[config.mk]
export PLATFORM = sky130hd
export DESIGN_NAME = socks5_greeting_request_parser_unit_flat
export DESIGN_NICKNAME = d
export VERILOG_FILES = /design/src/sv/s5gp_pkg.sv /design/src/sv/s5gp_if.sv /design/src/sv/s5gp_in_stage.sv /design/src/sv/s5gp_core.sv /design/src/sv/socks5_greeting_request_parser_unit.sv /design/src/flat_wrapper.sv
export SDC_FILE = /design/constraint.sdc
export NUM_CORES = 1
export LEC_CHECK = 0
export ABC_AREA = 1
export BUFFER_PORTS_ARGS = -buffer_cell sky130_fd_sc_hd__buf_2
export CAP_MARGIN = 20
export CORE_ASPECT_RATIO = 0.9
export CORE_MARGIN = 1.5
export CORE_UTILIZATION = 59
export DETAILED_ROUTE_END_ITERATION = 10
export PLACE_DENSITY = 0.8
export REMOVE_ABC_BUFFERS = 1
export SETUP_SLACK_MARGIN = 0.5
export SLEW_MARGIN = 40
export SYNTH_ARGS = -nofsm -noshare
export SYNTH_HDL_FRONTEND = slang
export SYNTH_SLANG_ARGS = --single-unit
export TNS_END_PERCENT = 20
[constraint.sdc]
create_clock -name clock -period 3.2 [get_ports clock]
set_input_delay 0.32 -clock clock [delete_from_list [all_inputs] [get_ports clock]]
set_output_delay 0.32 -clock clock [all_outputs]
set_load 0.05 [all_outputs]
[src/sv/s5gp_pkg.sv]
// Package: shared types, codes and constants for the SOCKS5 greeting/request parser.
package s5gp_pkg;

   // Parse phases
   typedef enum logic [3:0] {
      PH_GREET_VER = 4'd0,
      PH_NMETHODS  = 4'd1,
      PH_METHODS   = 4'd2,
      PH_REQ_VER   = 4'd3,
      PH_CMD       = 4'd4,
      PH_RSV       = 4'd5,
      PH_ATYP      = 4'd6,
      PH_HOSTLEN   = 4'd7,
      PH_ADDR      = 4'd8,
      PH_PORT_HI   = 4'd9,
      PH_PORT_LO   = 4'd10
   } phase_type;

   // Verdict codes
   typedef enum logic [2:0] {
      V_UNFINISHED = 3'd0,
      V_GRANTED    = 3'd1,
      V_AUTH_VER   = 3'd2,
      V_NO_METHOD  = 3'd3,
      V_PROTO      = 3'd4,
      V_IGNORED    = 3'd5
   } verdict_type;

   // Address kinds
   typedef enum logic [1:0] {
      KIND_IPV4 = 2'd0,
      KIND_HOST = 2'd1,
      KIND_IPV6 = 2'd2
   } kind_type;

   // Protocol byte values
   localparam logic [7:0] SOCKS_VERSION = 8'h05;
   localparam logic [7:0] METHOD_NOAUTH = 8'h00;
   localparam logic [7:0] CMD_CONNECT   = 8'h01;
   localparam logic [7:0] RSV_VALUE     = 8'h00;
   localparam logic [7:0] ATYP_IPV4     = 8'h01;
   localparam logic [7:0] ATYP_IPV6     = 8'h04;
   localparam logic [7:0] IPV4_LEN      = 8'd4;
   localparam logic [7:0] IPV6_LEN      = 8'd16;

   // Input word
   typedef struct packed {
      logic [7:0] data_byte;
      logic       new_connection;
   } req_word_type;

   // Result word
   typedef struct packed {
      logic [2:0]  verdict;
      logic [1:0]  addr_kind;
      logic        addr_byte_valid;
      logic [7:0]  addr_index;
      logic [7:0]  addr_byte;
      logic [15:0] dest_port;
   } rsp_word_type;

   // Parser state carried from byte to byte
   typedef struct packed {
      phase_type  parse_phase;
      logic [7:0] methods_remaining;
      logic       no_auth_offered;
      kind_type   address_kind_held;
      logic [7:0] address_bytes_left;
      logic [7:0] address_position;
      logic [7:0] port_high_byte;
      logic       verdict_given;
   } parser_state_type;

   localparam parser_state_type STATE_RESET = '{
      parse_phase:        PH_GREET_VER,
      methods_remaining:  8'd0,
      no_auth_offered:    1'b0,
      address_kind_held:  KIND_IPV4,
      address_bytes_left: 8'd0,
      address_position:   8'd0,
      port_high_byte:     8'd0,
      verdict_given:      1'b0
   };

   // Handshake between the input stage and the parser core
   typedef struct packed {
      logic         valid;
      req_word_type word;
   } stage_word_type;

endpackage

[src/sv/s5gp_if.sv]
// Interfaces: request and response channels of the parser (valid/ready with payload).
interface s5gp_req_if;
   logic       valid;
   logic       ready;
   logic [7:0] data_byte;
   logic       new_connection;

   modport source (output valid, output data_byte, output new_connection, input ready);
   modport sink   (input valid, input data_byte, input new_connection, output ready);
endinterface

interface s5gp_rsp_if;
   logic        valid;
   logic        ready;
   logic [2:0]  verdict;
   logic [1:0]  addr_kind;
   logic        addr_byte_valid;
   logic [7:0]  addr_index;
   logic [7:0]  addr_byte;
   logic [15:0] dest_port;

   modport source (output valid, output verdict, output addr_kind, output addr_byte_valid,
                   output addr_index, output addr_byte, output dest_port, input ready);
   modport sink   (input valid, input verdict, input addr_kind, input addr_byte_valid,
                   input addr_index, input addr_byte, input dest_port, output ready);
endinterface

[src/sv/s5gp_in_stage.sv]
// Input register stage: captures one request word per cycle while it is empty or the downstream stage is ready.
module s5gp_in_stage (
   input  logic                  clock,
   input  logic                  reset,
   input  logic                  in_valid,
   input  s5gp_pkg::req_word_type in_word,
   output logic                  in_ready,
   input  logic                  down_ready,
   output s5gp_pkg::stage_word_type out_stage
);
   import s5gp_pkg::*;

   logic         valid_ff, valid_in;
   req_word_type word_ff;

   // stage may load when empty or when its word moves on this cycle
   assign in_ready = !valid_ff || down_ready;
   assign valid_in = in_ready ? in_valid : valid_ff;

   always_ff @(posedge clock) begin
      if (reset) begin
         valid_ff <= 1'b0;
      end else begin
         valid_ff <= valid_in;
      end
   end

   // payload
   always_ff @(posedge clock) begin
      if (in_valid && in_ready) begin
         word_ff <= in_word;
      end
   end

   assign out_stage.valid = valid_ff;
   assign out_stage.word  = word_ff;
endmodule

[src/sv/s5gp_core.sv]
// Parser core: per-byte state update and registered result word.
module s5gp_core (
   input  logic                     clock,
   input  logic                     reset,
   input  s5gp_pkg::stage_word_type in_stage,
   output logic                     in_ready,
   output logic                     out_valid,
   output s5gp_pkg::rsp_word_type   out_word,
   input  logic                     out_ready
);
   import s5gp_pkg::*;

   parser_state_type state_ff, state_in, cur;
   logic             rsp_valid_ff, rsp_valid_in;
   rsp_word_type     rsp_word_ff, rsp_word_in;
   logic             fire;
   logic [7:0]       b;
   logic [7:0]       methods_dec, left_dec;
   verdict_type      verdict;

   // result register frees up when empty or being taken
   assign in_ready = !rsp_valid_ff || out_ready;
   assign fire     = in_stage.valid && in_ready;
   assign b        = in_stage.word.data_byte;

   // step logic for one byte
   always_comb begin
      cur         = in_stage.word.new_connection ? STATE_RESET : state_ff;
      state_in    = cur;
      verdict     = V_UNFINISHED;
      methods_dec = cur.methods_remaining - 8'd1;
      left_dec    = cur.address_bytes_left - 8'd1;
      rsp_word_in = '0;

      if (cur.verdict_given) begin
         verdict = V_IGNORED;
      end else begin
         unique case (cur.parse_phase)
            PH_GREET_VER: begin
               if (b != SOCKS_VERSION) verdict = V_AUTH_VER;
               else state_in.parse_phase = PH_NMETHODS;
            end
            PH_NMETHODS: begin
               state_in.methods_remaining = b;
               if (b == 8'd0) verdict = V_NO_METHOD;
               else state_in.parse_phase = PH_METHODS;
            end
            PH_METHODS: begin
               if (b == METHOD_NOAUTH) state_in.no_auth_offered = 1'b1;
               state_in.methods_remaining = methods_dec;
               if (methods_dec == 8'd0) begin
                  if (state_in.no_auth_offered) state_in.parse_phase = PH_REQ_VER;
                  else verdict = V_NO_METHOD;
               end
            end
            PH_REQ_VER: begin
               if (b != SOCKS_VERSION) verdict = V_PROTO;
               else state_in.parse_phase = PH_CMD;
            end
            PH_CMD: begin
               if (b != CMD_CONNECT) verdict = V_PROTO;
               else state_in.parse_phase = PH_RSV;
            end
            PH_RSV: begin
               if (b != RSV_VALUE) verdict = V_PROTO;
               else state_in.parse_phase = PH_ATYP;
            end
            PH_ATYP: begin
               state_in.address_position = 8'd0;
               if (b == ATYP_IPV4) begin
                  state_in.address_kind_held  = KIND_IPV4;
                  state_in.address_bytes_left = IPV4_LEN;
                  state_in.parse_phase        = PH_ADDR;
               end else if (b == ATYP_IPV6) begin
                  state_in.address_kind_held  = KIND_IPV6;
                  state_in.address_bytes_left = IPV6_LEN;
                  state_in.parse_phase        = PH_ADDR;
               end else begin
                  // unknown types are parsed as a length-prefixed hostname
                  state_in.address_kind_held = KIND_HOST;
                  state_in.parse_phase       = PH_HOSTLEN;
               end
            end
            PH_HOSTLEN: begin
               state_in.address_bytes_left = b;
               state_in.parse_phase = (b == 8'd0) ? PH_PORT_HI : PH_ADDR;
            end
            PH_ADDR: begin
               rsp_word_in.addr_byte_valid = 1'b1;
               rsp_word_in.addr_index      = cur.address_position;
               rsp_word_in.addr_byte       = b;
               state_in.address_position   = cur.address_position + 8'd1;
               state_in.address_bytes_left = left_dec;
               if (left_dec == 8'd0) state_in.parse_phase = PH_PORT_HI;
            end
            PH_PORT_HI: begin
               state_in.port_high_byte = b;
               state_in.parse_phase    = PH_PORT_LO;
            end
            PH_PORT_LO: begin
               rsp_word_in.dest_port = {cur.port_high_byte, b};
               verdict               = V_GRANTED;
            end
            default: begin
               // unreachable phase codes count as a protocol error
               verdict = V_PROTO;
            end
         endcase
         if (verdict != V_UNFINISHED) state_in.verdict_given = 1'b1;
      end

      rsp_word_in.verdict   = verdict;
      rsp_word_in.addr_kind = state_in.address_kind_held;
   end

   // result valid flag
   always_comb begin
      if (fire) rsp_valid_in = 1'b1;
      else if (out_ready) rsp_valid_in = 1'b0;
      else rsp_valid_in = rsp_valid_ff;
   end

   // parser state and result valid
   always_ff @(posedge clock) begin
      if (reset) begin
         state_ff     <= STATE_RESET;
         rsp_valid_ff <= 1'b0;
      end else begin
         if (fire) state_ff <= state_in;
         rsp_valid_ff <= rsp_valid_in;
      end
   end

   // result payload
   always_ff @(posedge clock) begin
      if (fire) begin
         rsp_word_ff <= rsp_word_in;
      end
   end

   assign out_valid = rsp_valid_ff;
   assign out_word  = rsp_word_ff;
endmodule

[src/sv/socks5_greeting_request_parser_unit.sv]
// Top level of the SOCKS5 greeting/request parser: one result word per client byte.
// A byte is first held in the input register, then its result word in the core's result register.
// Throughput: one byte per cycle while the response side keeps ready high.
// Both stages hold their word under backpressure; ready drops only when both are full.
// Reset (synchronous, active high) empties both stages and returns the parser to
// awaiting the greeting version byte; no clearing pass is needed.
module socks5_greeting_request_parser_unit (
   input  logic       clock,
   input  logic       reset,
   s5gp_req_if.sink   req_if,
   s5gp_rsp_if.source rsp_if
);
   import s5gp_pkg::*;

   req_word_type   req_word;
   rsp_word_type   rsp_word;
   stage_word_type stage;
   logic           core_ready;

   assign req_word.data_byte      = req_if.data_byte;
   assign req_word.new_connection = req_if.new_connection;

   // input register
   s5gp_in_stage u_in_stage (
      .clock      (clock),
      .reset      (reset),
      .in_valid   (req_if.valid),
      .in_word    (req_word),
      .in_ready   (req_if.ready),
      .down_ready (core_ready),
      .out_stage  (stage)
   );

   // parser state and result register
   s5gp_core u_core (
      .clock     (clock),
      .reset     (reset),
      .in_stage  (stage),
      .in_ready  (core_ready),
      .out_valid (rsp_if.valid),
      .out_word  (rsp_word),
      .out_ready (rsp_if.ready)
   );

   assign rsp_if.verdict         = rsp_word.verdict;
   assign rsp_if.addr_kind       = rsp_word.addr_kind;
   assign rsp_if.addr_byte_valid = rsp_word.addr_byte_valid;
   assign rsp_if.addr_index      = rsp_word.addr_index;
   assign rsp_if.addr_byte       = rsp_word.addr_byte;
   assign rsp_if.dest_port       = rsp_word.dest_port;
endmodule
[src/flat_wrapper.sv]
// flat-port wrapper written by rule: the top's interface ports become plain ports
module socks5_greeting_request_parser_unit_flat import s5gp_pkg::*;
  (clock, reset, req_if_valid, req_if_data_byte, req_if_new_connection, req_if_ready, rsp_if_valid, rsp_if_verdict, rsp_if_addr_kind, rsp_if_addr_byte_valid, rsp_if_addr_index, rsp_if_addr_byte, rsp_if_dest_port, rsp_if_ready);
  s5gp_req_if req_if_i ();
  s5gp_rsp_if rsp_if_i ();
  input  logic clock;
  input  logic reset;
  input wire logic [$bits(req_if_i.valid)-1:0] req_if_valid;
  input wire logic [$bits(req_if_i.data_byte)-1:0] req_if_data_byte;
  input wire logic [$bits(req_if_i.new_connection)-1:0] req_if_new_connection;
  output wire logic [$bits(req_if_i.ready)-1:0] req_if_ready;
  output wire logic [$bits(rsp_if_i.valid)-1:0] rsp_if_valid;
  output wire logic [$bits(rsp_if_i.verdict)-1:0] rsp_if_verdict;
  output wire logic [$bits(rsp_if_i.addr_kind)-1:0] rsp_if_addr_kind;
  output wire logic [$bits(rsp_if_i.addr_byte_valid)-1:0] rsp_if_addr_byte_valid;
  output wire logic [$bits(rsp_if_i.addr_index)-1:0] rsp_if_addr_index;
  output wire logic [$bits(rsp_if_i.addr_byte)-1:0] rsp_if_addr_byte;
  output wire logic [$bits(rsp_if_i.dest_port)-1:0] rsp_if_dest_port;
  input wire logic [$bits(rsp_if_i.ready)-1:0] rsp_if_ready;
  assign req_if_i.valid = req_if_valid;
  assign req_if_i.data_byte = req_if_data_byte;
  assign req_if_i.new_connection = req_if_new_connection;
  assign req_if_ready = req_if_i.ready;
  assign rsp_if_valid = rsp_if_i.valid;
  assign rsp_if_verdict = rsp_if_i.verdict;
  assign rsp_if_addr_kind = rsp_if_i.addr_kind;
  assign rsp_if_addr_byte_valid = rsp_if_i.addr_byte_valid;
  assign rsp_if_addr_index = rsp_if_i.addr_index;
  assign rsp_if_addr_byte = rsp_if_i.addr_byte;
  assign rsp_if_dest_port = rsp_if_i.dest_port;
  assign rsp_if_i.ready = rsp_if_ready;
  socks5_greeting_request_parser_unit u_core (.clock(clock), .reset(reset), .req_if(req_if_i), .rsp_if(rsp_if_i));
endmodule
# Yosys cells after proc, flatten, opt, wreduce, memory -nomap -nowiden
# Index checks and enable logic that the tools add are counted.
dict set report totals {
  output_inout_bits 40
  reg_bits 89
  inputBits 13
}
dict set report op_classes {
  n_bitwise 2
  muxes 39
  add_sub_neg 3
  n_reduce_logical 16
  eq_ne 14
}
# op n
set ops {}
lappend ops {{40-bit 2-to-1 mux} 2}
lappend ops {{4-bit 2-to-1 mux} 10}
lappend ops {{4-bit one-hot mux with 10 select lines} 1}
lappend ops {{8-bit one-hot mux with 2 select lines} 2}
lappend ops {{8-bit logical NOT} 3}
lappend ops {{3-bit one-hot mux with 8 select lines} 1}
lappend ops {{8-bit one-hot mux with 3 select lines} 1}
lappend ops {{17-bit 2-to-1 mux} 1}
lappend ops {{4-bit by 3-bit == test with 1-bit output (second input constant)} 4}
lappend ops {{8-bit 2-to-1 mux} 2}
lappend ops {{8-bit by 1-bit subtractor with 8-bit output (second input constant)} 2}
lappend ops {{3-bit 2-to-1 mux} 5}
lappend ops {{4-bit == test (second input constant)} 3}
lappend ops {{10-bit 2-to-1 mux} 1}
lappend ops {{2-bit 2-to-1 mux} 5}
lappend ops {{8-bit by 1-bit adder with 8-bit output (second input constant)} 1}
lappend ops {{4-bit by 2-bit == test with 1-bit output (second input constant)} 2}
lappend ops {{8-bit by 1-bit == test with 1-bit output (second input constant)} 1}
lappend ops {{8-bit by 3-bit == test with 1-bit output (second input constant)} 1}
lappend ops {{1-bit 2-to-1 mux} 8}
lappend ops {{8-bit by 1-bit inequality test with 1-bit output (second input constant)} 1}
lappend ops {{8-bit by 3-bit inequality test with 1-bit output (second input constant)} 1}
lappend ops {{8-bit nonzero test} 1}
lappend ops {{4-bit by 1-bit == test with 1-bit output (second input constant)} 1}
lappend ops {{other kinds (9)} 14}

# Logic depth before layout (Yosys ltp)
# Gate-level depths: netlist (run 1).
dict set report logic_depth {
  ltp_word 11
  mapped_depth 16
  depth_no_buf 14
}

# By module
# From an unflattened synthesis (run 1), not the netlist that was laid out.
dict set report unflattened {
  hier_cells 612
  hier_area_um2 4685.7
}
# module area_per_inst_um2 cells_each instances seq_area_each_um2
set modules_own_cells {}
lappend modules_own_cells {s5gp_core 4360.4 596 1 1961.9}
lappend modules_own_cells {s5gp_in_stage 325.3 16 1 290.3}

# Worst setup path after synthesis (run 1)
# No wires, ideal clock.
dict set report synth_timing {
  kind {register to register}
  startpoint {reg u_core.u_core.rsp_valid_ff (netlist: u_core.u_core.out_valid)}
  endpoint {reg u_core.u_core.rsp_word_ff, in the netlist u_core.u_core.out_word[0] (enable)}
  n_path_buf 2
  arrival_time_ps 2353
  path_stages_with_launch 6
  required_time_ps 2783
  path_slack_ps 430
  path_cell_list {dfxtp_1 -> nand2_1 -> nand2_1 -> inv_1 -> clkbuf_1 -> clkbuf_1}
}
dict set report synth_between {
  elab_chain_len 3
}
# item line
set synth_rtl {}
lappend synth_rtl {{start: declaration} s5gp_core.sv:14} ;# logic rsp_valid_ff, rsp_valid_in;
lappend synth_rtl {{start signal: assignment} s5gp_core.sv:130} ;# rsp_valid_ff <= rsp_valid_in;
lappend synth_rtl {{1-bit logical NOT} s5gp_core.sv:22} ;# assign in_ready = !rsp_valid_ff || out_ready;
lappend synth_rtl {{1-bit logical OR} s5gp_core.sv:22}
lappend synth_rtl {{1-bit logical AND} s5gp_core.sv:23} ;# assign fire = in_stage.valid && in_ready;
lappend synth_rtl {{via u_core.u_core.fire} s5gp_core.sv:16} ;# logic fire;
lappend synth_rtl {{end signal: assignment} s5gp_core.sv:137} ;# rsp_word_ff <= rsp_word_in;
lappend synth_rtl {{end: declaration} s5gp_core.sv:15} ;# rsp_word_type rsp_word_ff, rsp_word_in;
# The timed path passes the listed nets, and every way through them passes these cells.
# A chain may end at the register's enable or synchronous reset.

# Worst setup path after layout (run 1)
dict set report layout_timing {
  startpoint {reg u_core.u_in_stage.word_ff, in the netlist u_core.u_in_stage.out_stage[0]}
  endpoint {reg u_core.u_core.state_ff[36] (netlist bit)}
}
dict set report layout_between {
  elab_chain_len 8
  elab_cells_between_ends 28
  cone_classes {add/sub: 2; eq/ne: 9; mux: 14; reduce/logical: 3}
}
# item line
set layout_rtl {}
lappend layout_rtl {{start: declaration} s5gp_in_stage.sv:14} ;# req_word_type word_ff;
lappend layout_rtl {{start signal: assignment} s5gp_in_stage.sv:31} ;# word_ff <= in_word;
lappend layout_rtl {{40-bit 2-to-1 mux *} s5gp_core.sv:28} ;# cur = in_stage.word.new_connection ? STATE_RESET : state_ff;
lappend layout_rtl {{parallel branches: the longest is 6 deep, another holds 8-bit by 1-bit subtractor with 8-bit output} -}
lappend layout_rtl {{40-bit 2-to-1 mux *} s5gp_core.sv:35} ;# if (cur.verdict_given) begin
lappend layout_rtl {{end signal: assignment} s5gp_core.sv:129} ;# if (fire) state_ff <= state_in;
lappend layout_rtl {{end: declaration} s5gp_core.sv:13} ;# parser_state_type state_ff, state_in, cur;
# Every way passes the cells marked *. The select of a mux whose other input is x is not followed.

==> results of run 1 <==
-- final timing paths --
kind,startpoint,endpoint,slack (ps)
hold / removal,req_if_data_byte[7],u_core.u_in_stage.out_stage[8],120
hold reg to reg,u_core.u_core.state_ff[19],u_core.u_core.state_ff[19],490
setup reg to reg,u_core.u_in_stage.out_stage[0],u_core.u_core.state_ff[36],820
setup / recovery,u_core.u_in_stage.out_stage[0],u_core.u_core.state_ff[36],820
-- sequential cells by signal (all words and copies together) (netlist names) --
signal	flops
u_core.u_core.out_valid	1
u_core.u_in_stage.out_stage	9
u_core.u_core.state_ff	40
u_core.u_core.out_word	38
u_core.u_in_stage.valid_ff	1
-- report_power, final --
part / internal, mW / switching (mW) / total, mW
logic: 0.0896 / 0.241 / 0.331
registers: 1.25 / 0.0343 / 1.29
clock network: 0.544 / 0.414 / 0.958
-- cell type report --
type | instances | area (um^2) | area share
Clock buffer | 10 | 138 | 0.0260
Multi-Input combinational cell | 424 | 2060 | 0.389
Clock inverter | 6 | 114 | 0.0215
Sequential cell | 89 | 2250 | 0.425
Inverter | 75 | 284 | 0.0537
Tap cell | 96 | 120 | 0.0227
Timing Repair Buffer | 59 | 325 | 0.0615
-- logic make-up after synthesis --
family / count (synthesis) / synth area share
adders and majority gates: 5 / 0.0133
and+or+nand+nor: 280 / 0.252
buffers and inverters: 98 / 0.0857
AOI/OAI and AO/OA: 137 / 0.168
xor gates and xnor gates: 2 / 0.00371
DFF: 89 / 0.477
-- per-stage QoR --
step           setup slack [ps]  hold WS, ps  instances  total power [mW]   util
2_1_floorplan               140          386        588              1.55      -
3_3_place_gp                993          467        743              1.63  0.658
3_5_place_dp                923          468        743              1.64  0.658
4_1_cts                     897          111        759              2.58  0.691
5_1_grt                     600          112        759              2.66  0.691
6_report                    817          119        759              2.58  0.691
-- layout by cell type, fill, tap and decap left out, drive strengths merged --
cell    count
nand3      36
o22ai      10
a21oi      41
inv        76
clkinv      2
nor2       87
nand4       9
nor3        4
a31oi      18
o211a       1
buf        59
a22oi       2
ha          5
o21ai      48
o211ai     13
xor2        2
clkbuf     10
dfxtp      42
o31ai       2
edfxtp     47
nand2     144
bufinv      3
a221oi      2
-- critical path: stages, from the launching register on --
cell and delay [ps]:
edfxtp_1 410, inv_2 220, buf_4 340, nand2_1 160
ha_1 240, nand2_1 120, inv_1 60, nand2_1 80
nand2_1 70, nor2_1 100, nand2_1 50, nor2_1 110
nand3_1 100, nand3_1 90, nand2_1 50, a21oi_1 110
-- routing by layer --
metal  share of wire  GRT usage  vias up
met5               0          0        -
met4           0.019      0.104        0
met3           0.084     0.0519       23
met2            0.48      0.497      215
met1            0.42      0.371     2042
li1                -          -     2153
==> summary.txt, run 1 <==
Status -> complete, no violations
Min-Delay Path Depth -> 1
Largest net degree at the start of global routing -> 45
Yosys reg bits -> 89
Endpoints failing hold -> 0
Clock Skew -> 7.54 ps
GP Congestion -> 0.977
Die Span X -> 97.3 um
Fmax -> 420 MHz
IO Port Bufs -> 52
All-layer global routing usage -> 0.288
FF-to-FF path depth -> 15
Reg clk slew, reported paths -> 90 ps
Top post-synthesis cells by count -> nand2_1, nor2_1, inv_1, edfxtp_1, o21ai_0
Core ar. -> 7660 um^2
Final Cell Area -> 5290 um^2
Post-synth EDFFs -> 47
Fin nets -> 676
Post-route setup TNS -> 0 ps
Die area -> 8540 um^2
Vias -> 4433
CTS Buffer Depth -> 2
Leakage power -> 2.42 nW
Area delta synth->final -> 12.2%
Mapped Cells -> 611
Initial antenna violation count -> 0
Post-synthesis sequential area ratio -> 0.477
Ys flop type -> edfxtp_1
Diodes inserted -> 0
Crit start category -> register
Crit. End Element -> register
Share of layout cells above drive strength 1 -> 0.163
Power density over cell area -> 487 nW/um^2
Top-count cell post-synth -> nand2_1
Antenna viol nets, final -> 0
Routed vias/inst -> 5.84
Avg Cell Area, Syn -> 7.72 um^2
Maximum VDD drop -> 317 uV
Num CTS Buffers -> 9
Slew HR -> 0.485
Least-Margin Pin Slew -> 771 ps
Min-Delay Path Class -> input port to register
Post-CTS Resized -> 0
Initial DRC Count -> 331
Grt total ovfl -> 0
CTS tree -> yes
CP required -> 3500 ps
Final setup fails -> 0
Clk sinks -> 89
Crit path max fanout -> 23
Worst EP arrival -> 2680 ps
Clk root buf -> clkbuf_8
CTS hold repair buffers -> 0
Clock Latency Late Sink -> 370 ps
Vias in the first global route -> 4073
First-pass GRT wire length -> 19.5 mm
Final Max Tran Viols -> 0
Leading area contributor after synthesis -> edfxtp_1
Distinct cells, synth -> 32
WL final -> 11.9 mm
Crit path kind -> register to register
Yosys warnings -> 0
Initial Util -> 0.616
Post-CTS setup buffer count -> 0
Drt first pass iters -> 5
Die Y -> 87.8 um
Period utilization -> 0.745
Synth top area cells -> edfxtp_1, dfxtp_1, nand2_1
Post-DR wirelength/cell -> 15.7 um
Fill cell total of the finished layout -> 650
# rows -> 30
Post-DP HPWL -> 8.30 mm
Share of the synthesized area in the top cell type -> 0.299
IO Pins -> 53
Max_cap viols -> 0
Synthesized cell area -> 4720 um^2
Minimum clock period -> 2380 ps
Placed Instance Area -> 5040 um^2
Fraction of registers with async set/reset -> 0
DRC -> 0
H-tree levels -> 3
Unrepaired setup endpoints after global routing -> no
Power figures use the tool's default switching activity.
==> inputs of run 2 (changes only) <==
==> constraint.sdc (replaced) <==
create_clock -name clock -period 2.2 [get_ports clock]
set_input_delay 0.22 -clock clock [delete_from_list [all_inputs] [get_ports clock]]
set_output_delay 0.22 -clock clock [all_outputs]
set_load 0.05 [all_outputs]
==> summary.txt, run 2 (synthesis results as in run 1) <==
GR peak layer -> met2
DRC -> 0
Initial antenna violation count -> 0
Crit path kind -> register to register
Area delta synth->final -> 27.1%
CTS tree -> yes
Routed vias/inst -> 5.89
Non-filler cells, final -> 809
GP Congestion -> 1.01
Total power after layout -> 3.74 mW
Ordered list of cells on the worst path -> inv_4 -> buf_4 -> buf_4 -> nand2_1 -> nand2_2 -> nor2_4 -> nand2_2 -> nand2_4 -> inv_6 -> a221oi_2 -> a21oi_1
Crit start category -> register
Core ar. -> 7660 um^2
M3 GR Usage -> 0.0710
Fill cell total of the finished layout -> 537
Least-Margin Pin Slew -> 424 ps
Worst setup margin -> 102 ps
Drt first pass iters -> 5
Vias -> 4765
Worst Hold Path EP -> u_core.u_in_stage.out_stage[3]
Share of layout cells above drive strength 1 -> 0.300
Final Max Tran Viols -> 0
H-tree levels -> 3
Worst EP arrival -> 2340 ps
Fin nets -> 726
Largest net degree at the start of global routing -> 87
Hold Crit Start -> req_if_data_byte[2]
Die Span X -> 97.3 um
Slowest cell on crit path -> edfxtp_1
Initial Util -> 0.616
Crit. End Element -> register
Slew HR -> 0.717
Clk sinks -> 89
Unrepaired setup endpoints after global routing -> yes
Reg clk slew, reported paths -> 90 ps
Most frequent cells in the layout -> nand2_1, nor2_1, inv_1
WL final -> 13.7 mm
Min-Delay Path Class -> input port to register
FF-to-FF path depth -> 11
IO Pins -> 53
Die area -> 8540 um^2
Clock Latency Late Sink -> 370 ps
Crit path max fanout -> 7
Commonest non-fill, non-tap cell in the layout -> nand2_1
Vias in the first global route -> 4488
First-pass GRT wire length -> 21.4 mm
Reg2reg end -> u_core.u_core.state_ff[30]
Pre-CTS setup slack -> 58.6 ps
Post-DP HPWL -> 8.66 mm
Fmax -> 477 MHz
Post-DR wirelength/cell -> 16.9 um
Leakage power -> 2.72 nW
Minimum clock period -> 2100 ps
Max FFs per register -> 40
Final setup fails -> 0
Min Hold Slack -> 21.0 ps
Clk root buf -> clkbuf_8
R2r startpoint -> u_core.u_in_stage.out_stage[0]
Initial DRC Count -> 383
Met2 Use GR -> 0.559
Maximum VDD drop -> 429 uV
Max_cap viols -> 0
CP required -> 2440 ps
IO Port Bufs -> 52
All-layer global routing usage -> 0.319
Slowest stage delay, CP -> 510 ps
CTS hold repair buffers -> 0
Grt total ovfl -> 0
Reg-to-reg setup timing slack -> 100 ps
# rows -> 30
Die Y -> 87.8 um
Diodes inserted -> 0
Placed cell count -> 763
Power density over cell area -> 624 nW/um^2
Period utilization -> 0.954
Status -> complete, no violations
Endpoints failing hold -> 0
Post-route setup TNS -> 0 ps
Num CTS Buffers -> 9
Antenna viol nets, final -> 0
Min-Delay Path Depth -> 1
CTS Buffer Depth -> 2
Clock Skew -> 7.59 ps
Largest reg by FF count -> u_core.u_core.state_ff
GRT met1 Usage -> 0.393
[run 2: cell type report]
type	instances	area [um^2]	share of cell area
Sequential cell	89	2250	0.376
Clock buffer	9	124	0.0207
Inverter	75	294	0.0491
Clock inverter	7	106	0.0177
Timing Repair inverter	1	7.51	0.00125
Tap cell	96	120	0.0200
Multi-Input combinational cell	424	2330	0.389
Timing Repair Buffer	108	759	0.127
[run 2: report_power, final]
part           leakage (nW)  internal [mW]  switching, mW
combinational          1.81          0.186          0.403
clock                 0.112          0.651          0.620
sequential            0.803           1.83         0.0561
[run 2: worst max-delay path by stage]
stage / start / to
floorplan: u_core.u_core.out_valid / u_core.u_core.state_ff[20]
global placement: u_core.u_in_stage.out_stage[0] / u_core.u_core.state_ff[37]
detailed placement: u_core.u_in_stage.out_stage[0] / u_core.u_core.out_word[36]
CTS: u_core.u_in_stage.out_stage[0] / u_core.u_core.state_ff[36]
global route: u_core.u_in_stage.out_stage[0] / u_core.u_core.state_ff[36]
finish: u_core.u_in_stage.out_stage[0] / u_core.u_core.state_ff[30]
[run 2: critical path: cells and delay by family (launching register included)]
kind | cells | cell delay (ps)
AND/OR/NAND/NOR | 5 | 690
AO/OA/AOI/OAI | 2 | 320
flip-flops | 1 | 510
buffers and inverters | 4 | 430
[run 2: through the flow]
step	instance area, um^2	util
final	5990	0.783
after global routing	5990	0.783
after CTS	5870	0.766
after detailed placement	5200	0.680
after global placement	5200	0.680
after floorplan	4600	-
[run 2: what timing repair did]
item	CTS	global route
pin swaps	23	17
gates resized for setup	79	18
gates cloned	1	0
setup buffers	19	10
endpoints found under the setup margin	76	77
[run 2: metal layers]
metal / wire length [um] / vias to the layer above
met5: 0 / -
met4: 384 / 0
met3: 1250 / 45
met2: 6670 / 292
met1: 5360 / 2180
li1: - / 2248
